--- src/sv/bcn_pkg.sv ---
// Shared types and constants for the bounding-box coordinate normaliser.
`default_nettype none

package bcn_pkg;

  // Fixed-point formats
  localparam int FRAC_BITS = 16;
  localparam int LEN_BITS  = 32;
  localparam int CRD_W     = FRAC_BITS + 1;
  localparam int HI_W      = LEN_BITS - FRAC_BITS;
  localparam int MULA_W    = (HI_W > FRAC_BITS) ? HI_W : FRAC_BITS;
  localparam int CNT_W     = $clog2(FRAC_BITS);

  localparam logic [CRD_W-1:0] ONE = {1'b1, {FRAC_BITS{1'b0}}};

  // Request codes
  localparam logic [1:0] REQ_BEGIN   = 2'd0;
  localparam logic [1:0] REQ_MEASURE = 2'd1;
  localparam logic [1:0] REQ_FINISH  = 2'd2;
  localparam logic [1:0] REQ_NORM    = 2'd3;

  // Configuration register indexes
  localparam logic [1:0] CFG_LEN_A = 2'd0;
  localparam logic [1:0] CFG_LEN_B = 2'd1;
  localparam logic [1:0] CFG_LEN_C = 2'd2;

  typedef struct packed {
    logic [1:0]       req_type;
    logic [CRD_W-1:0] coord_x;
    logic [CRD_W-1:0] coord_y;
    logic [CRD_W-1:0] coord_z;
    logic             included;
  } bcn_in_t;

  typedef struct packed {
    logic [CRD_W-1:0]    norm_x;
    logic [CRD_W-1:0]    norm_y;
    logic [CRD_W-1:0]    norm_z;
    logic [LEN_BITS-1:0] scaled_a;
    logic [LEN_BITS-1:0] scaled_b;
    logic [LEN_BITS-1:0] scaled_c;
    logic                degenerate;
    logic                empty_set;
  } bcn_out_t;

  // Clamp a coordinate to 1.0
  function automatic logic [CRD_W-1:0] sat_coord(input logic [CRD_W-1:0] v);
    return (v > ONE) ? ONE : v;
  endfunction

endpackage

`default_nettype wire

--- src/sv/bbox_coordinate_normalizer.sv ---
// Top level: bounding-box measurement, extent scaling and coordinate normalisation.
`default_nettype none

// Begin and measure transfers complete in the cycle they are accepted and give no
// result. A finish makes six passes through one 16x17 multiplier (high and low
// half of each cell length times its extent) before the hand-over; a finish with
// no included atom measured skips the multiplier and goes straight to hand-over.
// A normalise of an included atom has, per axis, one set-up state and 16 steps
// of one shared restoring divider, reused for x, y and z; an axis with zero
// extent, at or below the minimum or saturating skips its division. Excluded
// atoms go straight to hand-over. in_stall is high while an item is in progress
// and while a finished result waits for the output register to free up.
module bbox_coordinate_normalizer (
  input  wire                               clk,
  input  wire                               rst_n,
  input  wire                               in_valid,
  output logic                              in_stall,
  input  bcn_pkg::bcn_in_t                  in_data,
  output logic                              out_valid,
  input  wire                               out_stall,
  output bcn_pkg::bcn_out_t                 out_data,
  input  wire                               cfg_we,
  input  wire  [1:0]                        cfg_idx,
  input  wire  [bcn_pkg::LEN_BITS-1:0]      cfg_wdata
);
  import bcn_pkg::*;

  typedef enum logic [4:0] {
    S_IDLE = 5'b00001,
    S_PREP = 5'b00010,
    S_DIV  = 5'b00100,
    S_MUL  = 5'b01000,
    S_PUT  = 5'b10000
  } state_t;

  // Control and architectural state
  state_t              state_r, state_nxt;
  logic                out_valid_r, out_valid_nxt;
  logic [LEN_BITS-1:0] len_r [3];
  logic [LEN_BITS-1:0] len_nxt [3];
  logic [CRD_W-1:0]    min_r [3];
  logic [CRD_W-1:0]    min_nxt [3];
  logic [CRD_W-1:0]    max_r [3];
  logic [CRD_W-1:0]    max_nxt [3];
  logic [CRD_W-1:0]    ext_r [3];
  logic [CRD_W-1:0]    ext_nxt [3];
  logic                seen_r, seen_nxt;

  // Working registers
  logic [1:0]           ax_r, ax_nxt;
  logic                 part_r, part_nxt;
  logic [CNT_W-1:0]     cnt_r, cnt_nxt;
  logic [FRAC_BITS-1:0] rem_r, rem_nxt;
  logic [FRAC_BITS-2:0] quo_r, quo_nxt;
  logic [LEN_BITS-1:0]  acc_r, acc_nxt;
  logic [CRD_W-1:0]     crd_r [3];
  logic [CRD_W-1:0]     crd_nxt [3];
  logic [CRD_W-1:0]     rnorm_r [3];
  logic [CRD_W-1:0]     rnorm_nxt [3];
  logic [LEN_BITS-1:0]  rscl_r [3];
  logic [LEN_BITS-1:0]  rscl_nxt [3];
  logic                 rempty_r, rempty_nxt;
  bcn_out_t             out_r, out_nxt;

  // Input side
  logic                 in_take;
  logic [CRD_W-1:0]     in_crd [3];

  // Shared unit operands
  logic [CRD_W-1:0]         sel_v, sel_lo, sel_ext;
  logic [CRD_W-1:0]         diff;
  logic [CRD_W-1:0]         div_sh;
  logic                     div_ge;
  logic [MULA_W-1:0]        mul_a;
  logic [MULA_W+CRD_W-1:0]  mul_p;
  logic                     out_free;
  logic                     degen;

  assign in_stall  = (state_r != S_IDLE);
  assign in_take   = in_valid && !in_stall;
  assign out_valid = out_valid_r;
  assign out_data  = out_r;
  assign out_free  = !out_valid_r || !out_stall;

  assign in_crd[0] = sat_coord(in_data.coord_x);
  assign in_crd[1] = sat_coord(in_data.coord_y);
  assign in_crd[2] = sat_coord(in_data.coord_z);

  // Axis operand selection for the divider and the multiplier
  assign sel_v   = crd_r[ax_r];
  assign sel_lo  = min_r[ax_r];
  assign sel_ext = ext_r[ax_r];
  assign diff    = sel_v - sel_lo;
  assign div_sh  = {rem_r, 1'b0};
  assign div_ge  = (div_sh >= sel_ext);
  assign mul_a   = part_r ? MULA_W'(len_r[ax_r][FRAC_BITS-1:0])
                          : MULA_W'(len_r[ax_r][LEN_BITS-1:FRAC_BITS]);
  assign mul_p   = mul_a * sel_ext;
  assign degen   = (ext_r[0] == '0) || (ext_r[1] == '0) || (ext_r[2] == '0);

  // Sequencer and datapath next state
  always_comb begin
    state_nxt     = state_r;
    out_valid_nxt = out_valid_r;
    seen_nxt      = seen_r;
    ax_nxt        = ax_r;
    part_nxt      = part_r;
    cnt_nxt       = cnt_r;
    rem_nxt       = rem_r;
    quo_nxt       = quo_r;
    acc_nxt       = acc_r;
    rempty_nxt    = rempty_r;
    out_nxt       = out_r;
    for (int i = 0; i < 3; i++) begin
      len_nxt[i]   = len_r[i];
      min_nxt[i]   = min_r[i];
      max_nxt[i]   = max_r[i];
      ext_nxt[i]   = ext_r[i];
      crd_nxt[i]   = crd_r[i];
      rnorm_nxt[i] = rnorm_r[i];
      rscl_nxt[i]  = rscl_r[i];
    end

    // Configuration writes
    if (cfg_we) begin
      case (cfg_idx)
        CFG_LEN_A: len_nxt[0] = cfg_wdata;
        CFG_LEN_B: len_nxt[1] = cfg_wdata;
        CFG_LEN_C: len_nxt[2] = cfg_wdata;
        default:   ;
      endcase
    end

    // Output register drains on transfer
    if (!out_stall) out_valid_nxt = 1'b0;

    case (state_r)
      S_IDLE: begin
        if (in_take) begin
          ax_nxt   = '0;
          part_nxt = 1'b0;
          case (in_data.req_type)
            REQ_BEGIN: begin
              for (int i = 0; i < 3; i++) begin
                min_nxt[i] = ONE;
                max_nxt[i] = '0;
              end
              seen_nxt = 1'b0;
            end
            REQ_MEASURE: begin
              if (in_data.included) begin
                for (int i = 0; i < 3; i++) begin
                  if (in_crd[i] > max_r[i]) max_nxt[i] = in_crd[i];
                  if (in_crd[i] < min_r[i]) min_nxt[i] = in_crd[i];
                end
                seen_nxt = 1'b1;
              end
            end
            REQ_FINISH: begin
              for (int i = 0; i < 3; i++) begin
                rnorm_nxt[i] = '0;
                ext_nxt[i]   = (seen_r && max_r[i] > min_r[i]) ? max_r[i] - min_r[i] : '0;
                rscl_nxt[i]  = len_r[i];
              end
              rempty_nxt = !seen_r;
              state_nxt  = seen_r ? S_MUL : S_PUT;
            end
            REQ_NORM: begin
              for (int i = 0; i < 3; i++) begin
                crd_nxt[i]   = in_crd[i];
                rnorm_nxt[i] = in_crd[i];
                rscl_nxt[i]  = '0;
              end
              rempty_nxt = 1'b0;
              state_nxt  = in_data.included ? S_PREP : S_PUT;
            end
            default: ;
          endcase
        end
      end

      // Per-axis set-up: trivial cases skip the divider
      S_PREP: begin
        if (sel_ext == '0 || sel_v <= sel_lo) begin
          rnorm_nxt[ax_r] = '0;
        end else if (diff >= sel_ext) begin
          rnorm_nxt[ax_r] = ONE;
        end else begin
          rem_nxt   = diff[FRAC_BITS-1:0];
          quo_nxt   = '0;
          cnt_nxt   = '0;
          state_nxt = S_DIV;
        end
        if (state_nxt == S_PREP) begin
          if (ax_r == 2'd2) state_nxt = S_PUT;
          else              ax_nxt    = ax_r + 2'd1;
        end
      end

      // One restoring division step per cycle
      S_DIV: begin
        rem_nxt = div_ge ? FRAC_BITS'(div_sh - sel_ext) : div_sh[FRAC_BITS-1:0];
        quo_nxt = {quo_r[FRAC_BITS-3:0], div_ge};
        cnt_nxt = cnt_r + 1'b1;
        if (cnt_r == CNT_W'(FRAC_BITS - 1)) begin
          rnorm_nxt[ax_r] = {1'b0, quo_r, div_ge};
          if (ax_r == 2'd2) begin
            state_nxt = S_PUT;
          end else begin
            ax_nxt    = ax_r + 2'd1;
            state_nxt = S_PREP;
          end
        end
      end

      // Length scaling: high half product, then low half product added in
      S_MUL: begin
        if (!part_r) begin
          acc_nxt  = LEN_BITS'(mul_p);
          part_nxt = 1'b1;
        end else begin
          rscl_nxt[ax_r] = acc_r + LEN_BITS'(mul_p >> FRAC_BITS);
          part_nxt       = 1'b0;
          if (ax_r == 2'd2) state_nxt = S_PUT;
          else              ax_nxt    = ax_r + 2'd1;
        end
      end

      // Hand the result to the output register
      S_PUT: begin
        if (out_free) begin
          out_nxt.norm_x     = rnorm_r[0];
          out_nxt.norm_y     = rnorm_r[1];
          out_nxt.norm_z     = rnorm_r[2];
          out_nxt.scaled_a   = rscl_r[0];
          out_nxt.scaled_b   = rscl_r[1];
          out_nxt.scaled_c   = rscl_r[2];
          out_nxt.degenerate = degen;
          out_nxt.empty_set  = rempty_r;
          out_valid_nxt      = 1'b1;
          state_nxt          = S_IDLE;
        end
      end

      default: state_nxt = S_IDLE;
    endcase
  end

  // Control state and bounds
  always_ff @(posedge clk) begin
    if (!rst_n) begin
      state_r     <= S_IDLE;
      out_valid_r <= 1'b0;
      seen_r      <= 1'b0;
      for (int i = 0; i < 3; i++) begin
        len_r[i] <= LEN_BITS'(ONE);
        min_r[i] <= ONE;
        max_r[i] <= '0;
        ext_r[i] <= '0;
      end
    end else begin
      state_r     <= state_nxt;
      out_valid_r <= out_valid_nxt;
      seen_r      <= seen_nxt;
      for (int i = 0; i < 3; i++) begin
        len_r[i] <= len_nxt[i];
        min_r[i] <= min_nxt[i];
        max_r[i] <= max_nxt[i];
        ext_r[i] <= ext_nxt[i];
      end
    end
  end

  // Payload and working registers
  always_ff @(posedge clk) begin
    ax_r     <= ax_nxt;
    part_r   <= part_nxt;
    cnt_r    <= cnt_nxt;
    rem_r    <= rem_nxt;
    quo_r    <= quo_nxt;
    acc_r    <= acc_nxt;
    rempty_r <= rempty_nxt;
    out_r    <= out_nxt;
    for (int i = 0; i < 3; i++) begin
      crd_r[i]   <= crd_nxt[i];
      rnorm_r[i] <= rnorm_nxt[i];
      rscl_r[i]  <= rscl_nxt[i];
    end
  end

`ifndef SYNTHESIS
  // Divider remainder always stays below the divisor
  a_rem_below_ext: assert property (@(posedge clk) disable iff (!rst_n)
    (state_r == S_DIV) |-> ({1'b0, rem_r} < sel_ext))
    else $error("divider remainder not below extent");

  // Normalised coordinates never exceed 1.0
  a_norm_range: assert property (@(posedge clk) disable iff (!rst_n)
    out_valid_r |-> (out_r.norm_x <= ONE && out_r.norm_y <= ONE && out_r.norm_z <= ONE))
    else $error("normalised coordinate above 1.0");

  // An empty finish always reports degenerate extents
  a_empty_degen: assert property (@(posedge clk) disable iff (!rst_n)
    (out_valid_r && out_r.empty_set) |-> out_r.degenerate)
    else $error("empty set without degenerate flag");

  // A new result appears only after the hand-over state
  a_load_from_put: assert property (@(posedge clk) disable iff (!rst_n)
    $rose(out_valid_r) |-> $past(state_r == S_PUT))
    else $error("result loaded outside hand-over");
`endif

endmodule

`default_nettype wire

--- config.mk ---
export PLATFORM = sky130hd
export DESIGN_NAME = bbox_coordinate_normalizer
export DESIGN_NICKNAME = d
export VERILOG_FILES = /design/src/sv/bcn_pkg.sv /design/src/sv/bbox_coordinate_normalizer.sv
export SDC_FILE = /design/constraint.sdc
export NUM_CORES = 2
export LEC_CHECK = 0
export BUFFER_PORTS_ARGS = -buffer_cell sky130_fd_sc_hd__buf_2
export CORE_ASPECT_RATIO = 1.1
export CORE_MARGIN = 3
export CORE_UTILIZATION = 55
export DETAILED_ROUTE_END_ITERATION = 8
export PLACE_DENSITY = 0.72
export REMOVE_ABC_BUFFERS = 1
export SETUP_SLACK_MARGIN = 0.2
export SYNTH_ARGS = -nofsm -noshare
export SYNTH_HDL_FRONTEND = slang
export SYNTH_SLANG_ARGS = --single-unit
--- constraint.sdc ---
create_clock -name clk -period 10.8 [get_ports clk]
set_clock_uncertainty 0.05 [all_clocks]
set_input_delay 2.16 -clock clk [delete_from_list [all_inputs] [get_ports clk]]
set_output_delay 2.16 -clock clk [all_outputs]
set_load 0.01 [all_outputs]
==> reports/qor.log <==
INFO  status         outcome=complete, no violations
INFO  floorplan      std_cell_rows=107
INFO  pwr            power_frac_seq=43.2%
INFO  logic_synthesis xor_xnor_share_of_the_synthesized_area=2.314%
INFO  global_route   largest_net_degree_at_the_start_of_global_routing=98
INFO  cells_and_area num-nets-final=5189
INFO  global_route   grt_pass1_vias=33730
INFO  flow_run       maxcap_violations=0
INFO  cts            cts_root_buffer=clkbuf_16
INFO  worst_setup_path sort_of_element_at_the_end_of_the_critical_path=flop
INFO  cts            tritoncts=done
INFO  placement      placement.io_buffers=243
INFO  floorplan      effective_utilization_at_floorplan=55.56%
INFO  logic_synthesis synth_compound_area_share=13.39%
INFO  timing         hold_viol=0
INFO  timing         max_freq=0.09859GHz
INFO  pwr            power.switching_fraction=29.06%
INFO  logic_synthesis mappedNetlistArea=43140µm²
INFO  worst_setup_path critPathSlowestCell=o21ai_1
INFO  global_route   globalRoute.totalOverflow=0
INFO  logic_synthesis synth_top_family_by_area=adder cells
INFO  cells_and_area final_cell_count_no_fill=5650
INFO  cells_and_area area_overhead_of_the_layout_relative_to_synthesis=11.80%
INFO  logic_synthesis postSynth.topFlopCell=edfxtp_1
INFO  routing        drtAntennaViolNets=0
INFO  routing        drt_first_pass_iters=6
INFO  routing        detail_route.iter0.violations=3686
INFO  worst_hold_path worst_hold_path.endpoint=out_data[29]
INFO  cells_and_area filler_cell_count=6406
INFO  cts            clk_slew_on_worst_s_h_paths=0.06ns
INFO  cts            cts-buffers-inserted=73
INFO  worst_setup_path cp.arrival=10.43ns
INFO  logic_synthesis post_synth_inst_count=4323
INFO  cells_and_area area.sequential=17720µm²
INFO  floorplan      floorplan.core_area=77650µm²
INFO  worst_setup_path crit_type=reg2reg
INFO  routing        via_to_cell_ratio=5.999
INFO  worst_setup_path critical_path_required=11.09ns
INFO  cts            max-clock-path-buffers=3
INFO  timing         grt_setup_unrepaired=false
INFO  logic_synthesis ys.warnings.count=0
INFO  worst_hold_path hold_path.startpoint=rscl_r[0][91]
INFO  routing        drc_errors=0
INFO  placement      dp_hpwl=100500µm
INFO  worst_hold_path timing.hold.worst_path_depth=0
INFO  worst_hold_path holdCritPathClass=reg2reg
INFO  floorplan      io_pins=244
INFO  placement      place_congestion=1.007
INFO  placement      place.detailed.instances=5512
INFO  logic_synthesis synth-seq-area-share=41.07%
INFO  pwr            report.power.total=6.750mW
INFO  worst_setup_path crit_path_frequent_cell=fa_1
INFO  routing        route.detailed.wl_per_inst=23.43µm
INFO  global_route   antenna_violations_before_repair=6
INFO  floorplan      fp.dieW=273.0µm
INFO  cts            cts_resized=0
INFO  worst_setup_path critPathMaxStageDelay=0.84ns
INFO  pwr            combPwrFrac=17.7%
INFO  logic_synthesis muxShareOfSynthArea=4.988%
INFO  cts            clkSinkCount=676
INFO  global_route   grt_first_pass_wirelength=199200µm
INFO  timing         timing.final.crit_share=93.91%
INFO  worst_setup_path cp-start-kind=flop
INFO  timing         relSlewSlack=24.06%
INFO  floorplan      chipHeight=299.7µm
INFO  logic_synthesis synth_fa_ha_area_share=19.50%
INFO  pwr            portion_of_total_power_attributed_to_the_clock_network=39.1%
INFO  cells_and_area multi_input_area=23060µm²
INFO  pwr            p_leak=19.93nW
INFO  cts            cts_hold_repair.buffers=0
INFO  cts            ctsHtreeMaxLevel=3
INFO  worst_setup_path worstRegToRegCells=33
INFO  global_route   gr-usage-all-layers=32.03%
INFO  pwr            ir_worst_vdd=0.1332mV
INFO  logic_synthesis postSynth.asyncResetShare=0%
INFO  routing        routed-via-count=33900
INFO  cts            insertion_delay_to_the_later_sink_of_the_worst_skew_pair=0.64ns
INFO  routing        finalWirelength=132400µm
INFO  timing         worst_pin_slew=1.139ns
INFO  worst_setup_path crit_fanout=20
INFO  logic_synthesis synthDistinctLibCells=89
INFO  logic_synthesis edff_count_synth=418
INFO  floorplan      design.die.area=81840µm²
INFO  worst_setup_path worstReg2RegEnd=rscl_r[0][53]
INFO  cts            postCtsSetupBuffers=0
INFO  timing         finalSetupViolations=0
INFO  logic_synthesis post_synth_and_or_nand_nor_area_fraction=13.04%
INFO  pwr            p_sw=1.962mW
INFO  timing         report.final.slew_viol_count=0
INFO  timing         finalWorstPathRequiredPeriod=10.14ns
INFO  logic_synthesis ys_ff_latch=676
INFO  worst_setup_path timing.reg2reg.setup_slack=0.66ns
INFO  pwr            intPower=4.789mW
INFO  cells_and_area drive_above_1_share=11.71%
INFO  logic_synthesis syn_avg_cell_area=9.980µm²
INFO  pwr            power-per-cell-area=139.9nW/µm²
layout make-up:
| class | count | area share, % |
|---|---|---|
| timing repair buffer | 333 | 3.948 |
| clock inverter | 41 | 1.201 |
| sequential | 676 | 36.75 |
| multi-input combinational | 3021 | 47.82 |
| inverter | 447 | 3.484 |
| antenna | 2 | 0.01038 |
| clock buffer | 95 | 4.104 |
| tap | 1035 | 2.685 |
layout by cell type (no fill, tap or decap), types with 31 or more instances in the layout:
cell type,n
nand2_1,611
inv_1,434
edfxtp_1,418
nor2_1,348
ha_1,330
dfxtp_1,256
a21oi_1,250
buf_2,243
fa_1,214
mux2i_1,170
o21ai_0,169
a21o_1,91
buf_4,89
a22o_1,87
xnor2_1,77
clkbuf_16,73
nand3_1,52
nand2b_1,38
and2_1,38
xor2_1,37
nand4_1,33
nor3_1,33
o22ai_1,31
critical path: cells and delay by family, from the launching register on:
kind	cells	cell delay (ns)
buffers and inverters	7	1.23
adders and majority gates	8	3.65
DFF	1	0.57
muxes	1	0.39
AOI/OAI and AO/OA	12	3.08
and+or+nand+nor	3	0.38
xor gates and xnor gates	2	0.50
worst max path at each step:
stage | start | to | cells after the start
floorplan | flop | rscl_r[0][95] | 31
global placement | flop | rscl_r[0][85] | 33
detailed placement | flop | rscl_r[0][53] | 33
CTS | flop | rscl_r[0][53] | 33
global route | flop | rscl_r[0][89] | 28
finish | flop | rscl_r[0][53] | 33
synth_stat cells, drive strengths merged, types with 20 or more instances:
master / instances / area share [%]
buf: 38 / 0.58
nand2: 611 / 5.3
nor2b: 25 / 0.36
nor3: 33 / 0.38
nand4: 33 / 0.48
a21o: 91 / 1.6
nand3: 54 / 0.65
o21ai: 197 / 2.4
nor4: 24 / 0.36
inv: 439 / 3.8
and3: 20 / 0.29
xor2: 37 / 0.75
xnor2: 77 / 1.6
and2: 38 / 0.55
fa: 214 / 9.9
ha: 330 / 9.6
o21a: 27 / 0.47
nand2b: 39 / 0.57
a21oi: 257 / 3.0
mux2i: 171 / 4.0
a31oi: 21 / 0.30
a22o: 87 / 1.8
nor2: 354 / 3.1
dfxtp: 258 / 12
edfxtp: 418 / 29
clkbuf: 141 / 1.2
o22ai: 31 / 0.45
logic make-up after synthesis:
logic type,count (synthesis)
and+or+nand+nor,1291
AOI/OAI and AO/OA,880
DFF,676
buffers and inverters,626
adders and majority gates,544
muxes,192
xor gates and xnor gates,114
state kept, by name (all words and copies together), names as in the netlist, 2 cells and up, named ones only:
signal	flops
ax_r	2
max_r	51
rnorm_r	51
crd_r	51
quo_r	15
rscl_r	96
state_r	5
len_r	96
rem_r	16
acc_r	32
cnt_r	4
out_data	149
ext_r	51
min_r	51
metrics by stage:
step | util, % | setup TNS, ns | hold slack, ns | worst slack, ns | instance area, µm²
global route | 62.11 | 0 | 0.3699 | 0.3261 | 48230
floorplan | - | -4.488 | 0.3503 | -0.2582 | 42360
finish | 62.12 | 0 | 0.3640 | 0.6573 | 48230
CTS | 62.11 | 0 | 0.3666 | 0.8319 | 48230
detailed placement | 58.81 | 0 | 0.3545 | 0.8273 | 45670
global placement | 58.81 | 0 | 0.3521 | 0.9860 | 45670
metal layers:
metal	wire length (µm)	vias up	global-route usage (%)
met5	23	-	0
met4	9149	4	19.17
met3	11580	431	5.355
met2	63470	1857	54.86
met1	48130	16150	37.88
li1	-	15460	-
power groups by stage:
stage	logic, mW	clock network (mW)	registers [mW]
2_1_floorplan	0.689	0	3.00
3_3_place_gp	1.15	0	2.96
3_5_place_dp	1.17	0	2.97
4_1_cts	1.18	2.67	2.91
5_1_grt	1.28	2.77	2.92
6_report	1.19	2.64	2.91
(Power assumes the default switching activity.)
